<file path="config.mk">
export PLATFORM = sky130hd
export DESIGN_NAME = additive_lfsr_byte_scrambler_top
export DESIGN_NICKNAME = d
export VERILOG_FILES = /design/src/albs_pkg.sv /design/src/additive_lfsr_byte_scrambler_top.sv
export SDC_FILE = /design/constraint.sdc
export NUM_CORES = 1
export LEC_CHECK = 0
export ABC_AREA = 1
export BUFFER_PORTS_ARGS = -buffer_cell sky130_fd_sc_hd__buf_2
export CAP_MARGIN = 20
export CELL_PAD_IN_SITES_DETAIL_PLACEMENT = 1
export CELL_PAD_IN_SITES_GLOBAL_PLACEMENT = 1
export CORE_MARGIN = 2
export CORE_UTILIZATION = 45
export CTS_CLUSTER_DIAMETER = 50
export DETAILED_ROUTE_END_ITERATION = 8
export PLACE_DENSITY_LB_ADDON = 0.1
export SETUP_SLACK_MARGIN = 0.05
export SLEW_MARGIN = 0
export SYNTH_ARGS = -nofsm -noshare
export SYNTH_HDL_FRONTEND = slang
export SYNTH_SLANG_ARGS = --single-unit
</file>
<file path="constraint.sdc">
create_clock -name clk -period 22 [get_ports clk]
set_clock_uncertainty 0.1 [all_clocks]
set_input_delay 2.2 -clock clk [delete_from_list [all_inputs] [get_ports clk]]
set_output_delay 2.2 -clock clk [all_outputs]
set_load 0.02 [all_outputs]
</file>
<file path="src/albs_pkg.sv">
`timescale 1ns / 1ps
// Package for the additive LFSR byte scrambler.
// Holds widths, register indexes and the feedback helper; no dependencies.
package albs_pkg;

  localparam int DATA_W    = 8;
  localparam int LFSR_W    = 32;
  localparam int POS_W     = 5;
  localparam int BPB_W     = 4;
  localparam int CNT_W     = 24;
  localparam int ADDR_W    = 5;
  localparam int APB_W     = 32;
  localparam int IDX_W     = 3;
  localparam int MAX_STEPS = 8;

  localparam logic [CNT_W-1:0] COUNTER_MAX = {CNT_W{1'b1}};

  localparam logic [IDX_W-1:0] REG_FEEDBACK_MASK   = 3'd0;
  localparam logic [IDX_W-1:0] REG_SEED_VALUE      = 3'd1;
  localparam logic [IDX_W-1:0] REG_INSERT_POSITION = 3'd2;
  localparam logic [IDX_W-1:0] REG_PAD_BIT_COUNT   = 3'd3;
  localparam logic [IDX_W-1:0] REG_RESET_BY_TAG    = 3'd4;
  localparam logic [IDX_W-1:0] REG_RESET_PERIOD    = 3'd5;

  // Feedback bit: parity of the register under the tap mask.
  function automatic logic feedback_bit(input logic [LFSR_W-1:0] sr,
                                        input logic [LFSR_W-1:0] mask);
    feedback_bit = ^(sr & mask);
  endfunction

endpackage

</file>
<file path="src/additive_lfsr_byte_scrambler_top.sv">
`timescale 1ns / 1ps
// Top level of the additive LFSR byte scrambler: input register, LFSR pad
// logic, result register and APB register file. Depends on albs_pkg.
//
// Usage:
// - Input channel (in_valid, in_stall, data_in, reset_mark) carries one byte
//   per item. An item is taken at a clock edge with in_valid high and
//   in_stall low.
// - Output channel (out_valid, out_stall, data_out) returns one scrambled
//   byte per item, in order.
// - An item passes through the input register and then the result register.
//   Throughput is one item per clock while the receiver does not stall; each
//   byte's pad comes from up to eight unrolled LFSR steps in the single stage.
// - The LFSR and byte counter advance when an item moves from the input
//   register into the result register.
// - When the receiver stalls, the result register holds; the input register
//   still fills, and in_stall rises only when both registers hold items.
// - Synchronous reset (rst) empties both registers, clears the LFSR and the
//   byte counter, and returns the configuration registers to their defaults.
// - Configuration is written over APB at byte address 4*index while no item
//   is in flight; a seed write takes effect at the next reset event.
module additive_lfsr_byte_scrambler_top (
  input  logic                           clk,
  input  logic                           rst,
  input  logic                           in_valid,
  output logic                           in_stall,
  input  logic [albs_pkg::DATA_W-1:0]    data_in,
  input  logic                           reset_mark,
  output logic                           out_valid,
  input  logic                           out_stall,
  output logic [albs_pkg::DATA_W-1:0]    data_out,
  input  logic                           psel,
  input  logic                           penable,
  input  logic                           pwrite,
  input  logic [albs_pkg::ADDR_W-1:0]    paddr,
  input  logic [albs_pkg::APB_W-1:0]     pwdata,
  output logic [albs_pkg::APB_W-1:0]     prdata,
  output logic                           pready
);
  import albs_pkg::*;

  // Configuration registers.
  logic [LFSR_W-1:0] feedback_mask;
  logic [LFSR_W-1:0] seed_value;
  logic [POS_W-1:0]  insert_position;
  logic [BPB_W-1:0]  pad_bit_count;
  logic              reset_by_tag;
  logic [CNT_W-1:0]  reset_period;

  // Scrambler state.
  logic [LFSR_W-1:0] shift_reg;
  logic [LFSR_W-1:0] shift_reg_next;
  logic [CNT_W-1:0]  byte_counter;
  logic [CNT_W-1:0]  byte_counter_next;

  // Input register and result register.
  logic              s1_valid;
  logic [DATA_W-1:0] s1_data;
  logic              s1_mark;
  logic [DATA_W-1:0] pad;
  logic [DATA_W-1:0] data_out_next;

  logic [IDX_W-1:0]  reg_idx;
  logic              cfg_write;
  logic              s1_advance;
  logic              in_accept;
  logic              do_reset;
  logic [BPB_W-1:0]  steps;

  assign reg_idx    = paddr[ADDR_W-1:2];
  assign cfg_write  = psel && penable && pwrite && pready;
  assign pready     = 1'b1;

  assign s1_advance = s1_valid && (!out_valid || !out_stall);
  assign in_stall   = s1_valid && out_valid && out_stall;
  assign in_accept  = in_valid && !in_stall;

  always_ff @(posedge clk) begin
    if (rst) begin
      feedback_mask   <= '0;
      seed_value      <= '0;
      insert_position <= '0;
      pad_bit_count   <= BPB_W'(1);
      reset_by_tag    <= 1'b0;
      reset_period    <= '0;
    end else if (cfg_write) begin
      unique case (reg_idx)
        REG_FEEDBACK_MASK:   feedback_mask   <= pwdata[LFSR_W-1:0];
        REG_SEED_VALUE:      seed_value      <= pwdata[LFSR_W-1:0];
        REG_INSERT_POSITION: insert_position <= pwdata[POS_W-1:0];
        REG_PAD_BIT_COUNT:   pad_bit_count   <= pwdata[BPB_W-1:0];
        REG_RESET_BY_TAG:    reset_by_tag    <= pwdata[0];
        REG_RESET_PERIOD:    reset_period    <= pwdata[CNT_W-1:0];
        default: ;
      endcase
    end
  end

  always_comb begin
    unique case (reg_idx)
      REG_FEEDBACK_MASK:   prdata = feedback_mask;
      REG_SEED_VALUE:      prdata = seed_value;
      REG_INSERT_POSITION: prdata = APB_W'(insert_position);
      REG_PAD_BIT_COUNT:   prdata = APB_W'(pad_bit_count);
      REG_RESET_BY_TAG:    prdata = APB_W'(reset_by_tag);
      REG_RESET_PERIOD:    prdata = APB_W'(reset_period);
      default:             prdata = '0;
    endcase
  end

  // Pad logic for the item in the input register.
  always_comb begin
    logic [LFSR_W-1:0] sr;
    logic [CNT_W-1:0]  cnt;
    logic              fb;
    if (reset_by_tag) begin
      do_reset = s1_mark;
    end else begin
      do_reset = (reset_period != '0) && (reset_period == byte_counter);
    end
    steps = (pad_bit_count > BPB_W'(MAX_STEPS)) ? BPB_W'(MAX_STEPS) : pad_bit_count;
    sr    = do_reset ? seed_value : shift_reg;
    cnt   = do_reset ? '0 : byte_counter;
    pad   = '0;
    fb    = 1'b0;
    for (int k = 0; k < MAX_STEPS; k++) begin
      if (BPB_W'(k) < steps) begin
        fb     = feedback_bit(sr, feedback_mask);
        sr     = (sr >> 1) | (LFSR_W'(fb) << insert_position);
        pad[k] = fb;
      end
    end
    shift_reg_next    = sr;
    byte_counter_next = (cnt < COUNTER_MAX) ? cnt + CNT_W'(1) : cnt;
    data_out_next     = s1_data ^ pad;
  end

  always_ff @(posedge clk) begin
    if (rst) begin
      s1_valid     <= 1'b0;
      out_valid    <= 1'b0;
      shift_reg    <= '0;
      byte_counter <= '0;
    end else begin
      if (in_accept) begin
        s1_valid <= 1'b1;
      end else if (s1_advance) begin
        s1_valid <= 1'b0;
      end
      if (s1_advance) begin
        out_valid    <= 1'b1;
        shift_reg    <= shift_reg_next;
        byte_counter <= byte_counter_next;
      end else if (!out_stall) begin
        out_valid <= 1'b0;
      end
    end
  end

  always_ff @(posedge clk) begin
    if (in_accept) begin
      s1_data <= data_in;
      s1_mark <= reset_mark;
    end
    if (s1_advance) begin
      data_out <= data_out_next;
    end
  end

endmodule

</file>
==> results of run 1 <==
## power groups by stage
stage | Clock (W) | Sequential, W | Combinational [W]
2_1_floorplan | 0 | 0.000340 | 0.000341
3_3_place_gp | 0 | 0.000347 | 0.000447
3_5_place_dp | 0 | 0.000348 | 0.000456
4_1_cts | 0.000314 | 0.000340 | 0.000459
5_1_grt | 0.000326 | 0.000341 | 0.000514
6_report | 0.000312 | 0.000341 | 0.000468
## metal layers
layer / share of wire (%) / wire [um] / up-vias
li1: - / - / 14160
met1: 44 / 47730 / 13990
met2: 43 / 46820 / 948
met3: 6.3 / 6798 / 263
met4: 5.8 / 6230 / 2
met5: 0.069 / 74 / -
## synthesized netlist by cell type (all sizes together) (23+ instances only)
| cell type | count |
|---|---|
| nand2 | 2221 |
| nand3 | 542 |
| inv | 394 |
| nor2 | 350 |
| a21oi | 254 |
| dfxtp | 156 |
| clkbuf | 134 |
| o21ai | 132 |
| buf | 56 |
| clkinv | 56 |
| nand4 | 53 |
| nor3 | 25 |
| o221ai | 24 |
| dlygate4sd3 | 23 |
## final cells by class
cell class | count | area, sq um | share of cell area (%)
Antenna cell | 4 | 10.01 | 0.03899
Clock buffer | 18 | 429.2 | 1.672
Clock inverter | 13 | 121.4 | 0.4727
Inverter | 450 | 1694 | 6.599
Multi-Input combinational cell | 3690 | 18050 | 70.32
Sequential cell | 173 | 3642 | 14.19
Tap cell | 756 | 945.9 | 3.684
Timing Repair Buffer | 130 | 778.2 | 3.031
## worst reg2reg max path, delay by kind of cell, from the launching register on
kind	cells	cell delay, ps
and+or+nand+nor	117	14570
buffers and inverters	17	2160
AOI/OAI and AO/OA	3	930
DFF	1	360
## per-stage QoR
stage               setup WS [ps]  util, %  hold WS (ps)  area [sq um]  total power, W
finish                       3746    45.71         379.1         25670        0.001121
global placement             4913    44.62         362.2         25070       0.0007944
CTS                          4320    45.61         380.5         25620        0.001114
floorplan                   10830        -         340.1         25490       0.0006814
global route                 2325    45.70         402.6         25670        0.001181
detailed placement           4427    44.62         369.3         25070       0.0008033
## cells by family after synthesis
group | synth area share [%]
simple gates | 60.08
flops | 14.26
xor+xnor | 0.6873
other cells | 0.01471
compound gates | 9.842
buf+inv | 15.08
fa+ha+maj | 0.04908
## final timing paths
check / slack [ps] / from / endpoint / cells after the start
setup / recovery: 3750 / byte_counter[5] / shift_reg[8] / 137
hold / removal: 380 / shift_reg[14] / shift_reg[14] / 2
setup reg to reg: 3750 / byte_counter[5] / shift_reg[8] / 137
hold reg to reg: 380 / shift_reg[14] / shift_reg[14] / 2
==> metrics, run 1 <==
Slew headroom=roughly a fifth; Pleak=12.79 nW; Hold WC Path Type=reg -> reg; largest net degree at the start of global routing=108; sequential power share=30.4%; placed cells=5,197; final-report setup violation count=0; kind of cell adding the most delay to the critical path=simple AND/OR/NAND/NOR gates; area grow syn2layout=0.7266%; core box area=~56,000 sq um; Seq/Total Area, Yosys=~14%; share of cells above drive strength 1=18.84%; maximum buffer depth of the clock tree=2; H-tree depth=4; clk sinks=173; max cap viols=0; Fill cells=about 8.3k; initial antenna violation count=3; Root Driver=clkbuf_16; post-route ant nets=0; main area contributors after synthesis=nand2_1 (28%), dfxtp_1 (12%), nand2_2 (7.7%); CTS Buf Count=17; fin cells=5,234; Synth Register Bits=between 150 and 200; Syn. warnings=0; Post-Syn Area=about 25,000 sq um; Die Span X=242.0 um; cell taking the most area after synthesis=nand2_1; RSZ-0062 raised after global routing=no; Mapped Cells=around 4.5k; Fin Setup TNS=0 ps; Syn Nets=4,581; Max Fclk=54.78 MHz; number of enable flip-flop cells after synthesis=17; cts-stage hold buffer count=0; VDD IR max=65.46 uV; drt total wl=107,600 um; CP max stage cell=buf_4; min Tclk post-route=18,250 ps; outcome=complete, no violations; prevailing post-synth register cell=dfxtp_1; DR WL/cell=20.57 um; Combinational Power Share=41.7%; routed vias/inst=5.610; share of the synthesized area in the top cell type=27.76%; DRC Markers=0; Worst EP required=between 20,000 and 25,000 ps; vias in the first global route=29.02k; met3 Use GR=between 6 and 7%; CTS tree=done; DIE AREA=58,560 sq um; Initial Utilization=between 40% and 50%; CP most frequent cell=nand2_1; Slew Viols, Final=0; Cell Int Power=0.0005960 W; Setup Crit Path Kind=reg -> reg; Critical path buffers and inverters=17; Clock Latency Late Sink=510 ps; 1st-pass router iterations=5; IO Pins=96; post_cts resized=0; P per Cell Area=about 44 nW/um^2; clock network fraction of design power=27.9%; Syn Area/Cell=5.630 sq um; initial drt markers=2,130; fraction of registers with async set/reset=0%; clk slew on worst S/H paths=80 ps; Total GRT Usage=36.24%; Most Crowded Layer GR=met2; commonest cells after routing, fill and taps aside=nand2_1 (1,883), nand3_1 (374), inv_1 (368); met2 Usage GRT=a little under three fifths; num rows=87; final net count=between 4k and 5k; first-pass GRT wire length=166,100 um; Buffers on Ports=92; die height=242.0 um; Least-Margin Pin Slew=1185 ps; Switching Share=a little under half; number of library cell types mapped by synthesis=52; Via Count=between 20k and 30k; Final Hold Fails=0; crit-path max FO=34; crit path capture type=flip-flop; most common cell after layout, fill and taps aside=nand2_1; Final Cycle Share=between 80% and 90%; Post-DP HPWL=85,890 um; setup bufs post-CTS=0; Critical Path Max Stage Delay=630 ps; Psw=0.0005252 W; crit start category=flip-flop; grt met1 use=46.89%; WP data arrival=18,580 ps; GP Congestion=0.9547; total gr overflow=0
Note: power is estimated with default switching activity, not from simulation.
==> inputs of run 2 (changes only) <==
==> constraint.sdc (replaced) <==
create_clock -name clk -period 16.8 [get_ports clk]
set_clock_uncertainty 0.1 [all_clocks]
set_input_delay 1.68 -clock clk [delete_from_list [all_inputs] [get_ports clk]]
set_output_delay 1.68 -clock clk [all_outputs]
set_load 0.02 [all_outputs]
==> run 2 against run 1 <==
Effect of this change:
- the flow now finishes with violations (max-capacitance violations, max-slew violations)
- global-route usage rose by 0.54 points
- die area unchanged
- via count increased by 7.1%
- maximum frequency rose by 10%
- design area grew 14%
- critical path depth grew 7
- combinational power is 58% higher
- cell count increased by 4.2%
- core utilization grew 6.6 points
- sequential cell count is the same
- critical endpoint is now shift_reg[15]
- largest cell class unchanged
- largest power group unchanged
==> metrics, run 2 (synthesis gave the netlist of run 1 again) <==
outcome=finished with violations; failing checks=max-capacitance violations, max-slew violations; worst hold stages=2 (unchanged); Hold WC Path Type=reg -> reg; Total GRT Usage=36.77% (+0.54 points); Final Hold Fails=0 (unchanged); Cell Int Power=0.0008616 W (+45%); fin cells=5,453 (+4.2%); initial antenna violation count=5 (+2); Max Fclk=60.34 MHz (+10%); IO Pins=96 (unchanged); P per Cell Area=55.75 nW/um^2 (+28%); Combinational Power Share=45.2% (+3.5 points); vias in the first global route=29.42k (+1.4%); R2R depth=144 (+5.1%); CTS Buf Count=17 (unchanged); WP data arrival=16,910 ps (-1670 ps); Critical Path Start=reset_period[23]; H-tree depth=4 (unchanged); CP most frequent cell=nand2_1; core box area=56,170 sq um (unchanged); min Tclk post-route=16,570 ps (-1681 ps); Psw=0.0007772 W (+48%); CP max stage cell=dfxtp_2; Clock Latency Late Sink=520 ps (about the same); Hold EP=shift_reg[12]; Slew headroom=-3.954% (-25 points); post-route ant nets=0 (unchanged); Worst Hold Launch=shift_reg[12]; setup slack after layout=226.1 ps (-3519 ps); VDD IR max=96.40 uV (+47%); initial drt markers=2,684 (+26%); worst r2r src=reset_period[23]; Buffers on Ports=92 (unchanged); terminus of the critical flop-to-flop path=shift_reg[15]; flop-to-flop setup slack=230 ps (-3520 ps); Worst EP required=17,130 ps (-5200 ps); Initial Utilization=45.38% (unchanged); Pleak=13.85 nW (+8.3%); Least-Margin Pin Slew=1559 ps (+374.2 ps); 1st-pass router iterations=6 (+1); Die Span X=242.0 um (unchanged); Via Count=31.46k (+7.1%); Final Cycle Share=98.65% (+16 points); CTS tree=done; Switching Share=47.42% (+0.58 points); largest net degree at the start of global routing=108 (unchanged); final net count=4,735 (+4.8%); max cap viols=1 (+1); clk sinks=173 (unchanged); cts-stage hold buffer count=0 (unchanged); die height=242.0 um (unchanged); Critical Path Max Stage Delay=380 ps (-250 ps); placed cells=5,303 (+2.0%); Slew Viols, Final=35 (+35); crit path capture type=flip-flop; most common cell after layout, fill and taps aside=nand2_1; fin util=52.33% (+6.6 points); routed vias/inst=5.769 (+2.8%); area grow syn2layout=15.33%; share of cells above drive strength 1=29.48% (+11 points); num rows=87 (unchanged); clk slew on worst S/H paths=90 ps (about the same); crit start category=flip-flop; maximum buffer depth of the clock tree=2 (unchanged); Post-DP HPWL=87,570 um (+2.0%); DR WL/cell=21.62 um (+5.1%); total gr overflow=0 (unchanged); crit-path max FO=6 (-82%); Root Driver=clkbuf_16; Setup Crit Path Kind=reg -> reg; GP Congestion=0.9736 (+2.0%); final-report setup violation count=0 (unchanged); pre-CTS WS=207.5 ps (-4220 ps); clock network fraction of design power=27.6% (-0.3 points); first-pass GRT wire length=168,500 um (+1.4%); sequential power share=27.2% (-3.2 points); commonest cells after routing, fill and taps aside=nand2_1 (1,764), nand2_2 (418), inv_1 (306); DIE AREA=58,560 sq um (unchanged); drt total wl=117,900 um (+9.5%); DRC Markers=0 (unchanged); Fill cells=8,109 (-2.6%)
-- run 2: how the worst max path moves through the flow --
| stage | endpoint | slack (ps) | cells past startpoint |
|---|---|---|---|
| final | shift_reg[15] | 230 | 144 |
| after global routing | shift_reg[15] | -780 | 145 |
| after CTS | shift_reg[14] | 60 | 142 |
| after detailed placement | shift_reg[14] | 210 | 142 |
| after global placement | shift_reg[14] | 710 | 140 |
| after floorplan | shift_reg[10] | 5630 | 142 |
-- run 2: area by class of cell --
cell class	instances	area, sq um	area share (%)
Multi-Input combinational cell	3690	19710	67.05
Clock inverter	15	219.0	0.7449
Tap cell	756	945.9	3.218
Antenna cell	3	7.507	0.02554
Clock buffer	17	425.4	1.447
Inverter	450	1702	5.789
Timing Repair Buffer	349	2696	9.173
Sequential cell	173	3691	12.56
-- run 2: power by group through the flow --
| stage | clock network (W) | logic (W) | registers (W) |
|---|---|---|---|
| after floorplan | 0 | 0.000447 | 0.000446 |
| final | 0.000452 | 0.000741 | 0.000446 |
| after detailed placement | 0 | 0.000612 | 0.000454 |
| after global routing | 0.000467 | 0.000798 | 0.000446 |
| after CTS | 0.000456 | 0.000617 | 0.000445 |
| after global placement | 0 | 0.000601 | 0.000454 |
-- run 2: worst max-delay path, delay by kind of cell, from the launching register on --
family	cells	cell delay [ps]
flip-flops	1	380
AO/OA/AOI/OAI	2	310
buffers and inverters	21	2430
AND/OR/NAND/NOR	120	12900
XOR/XNOR	1	290
-- run 2: layer usage --
layer / global-route usage [%] / up-vias / wire length [um] / share of wire [%]
met5: 0 / - / 20 / 0.017
met4: 16.88 / 4 / 7006 / 5.9
met3: 5.971 / 358 / 9291 / 7.9
met2: 59.04 / 1324 / 52460 / 44
met1: 48.25 / 15130 / 49120 / 42
li1: - / 14640 / - / -
-- run 2: through the flow --
step / cell area, sq um / power [W] / TNS (ps) / hold slack [ps]
floorplan: 25490 / 0.0008922 / 0 / 340.1
global placement: 25900 / 0.001055 / 0 / 353.2
detailed placement: 25900 / 0.001066 / 0 / 362.4
CTS: 26540 / 0.001517 / 0 / 382.0
global route: 29390 / 0.001711 / -22420 / 398.5
finish: 29390 / 0.001639 / 0 / 386.9
-- run 2: timing repair --
| action | 4_1_cts | 5_1_grt |
|---|---|---|
| gates resized for setup | 0 | 491 |
| setup buffers | 0 | 108 |
| endpoints found under the setup margin | 0 | 33 |
| hold endpoints to repair | 0 | 0 |
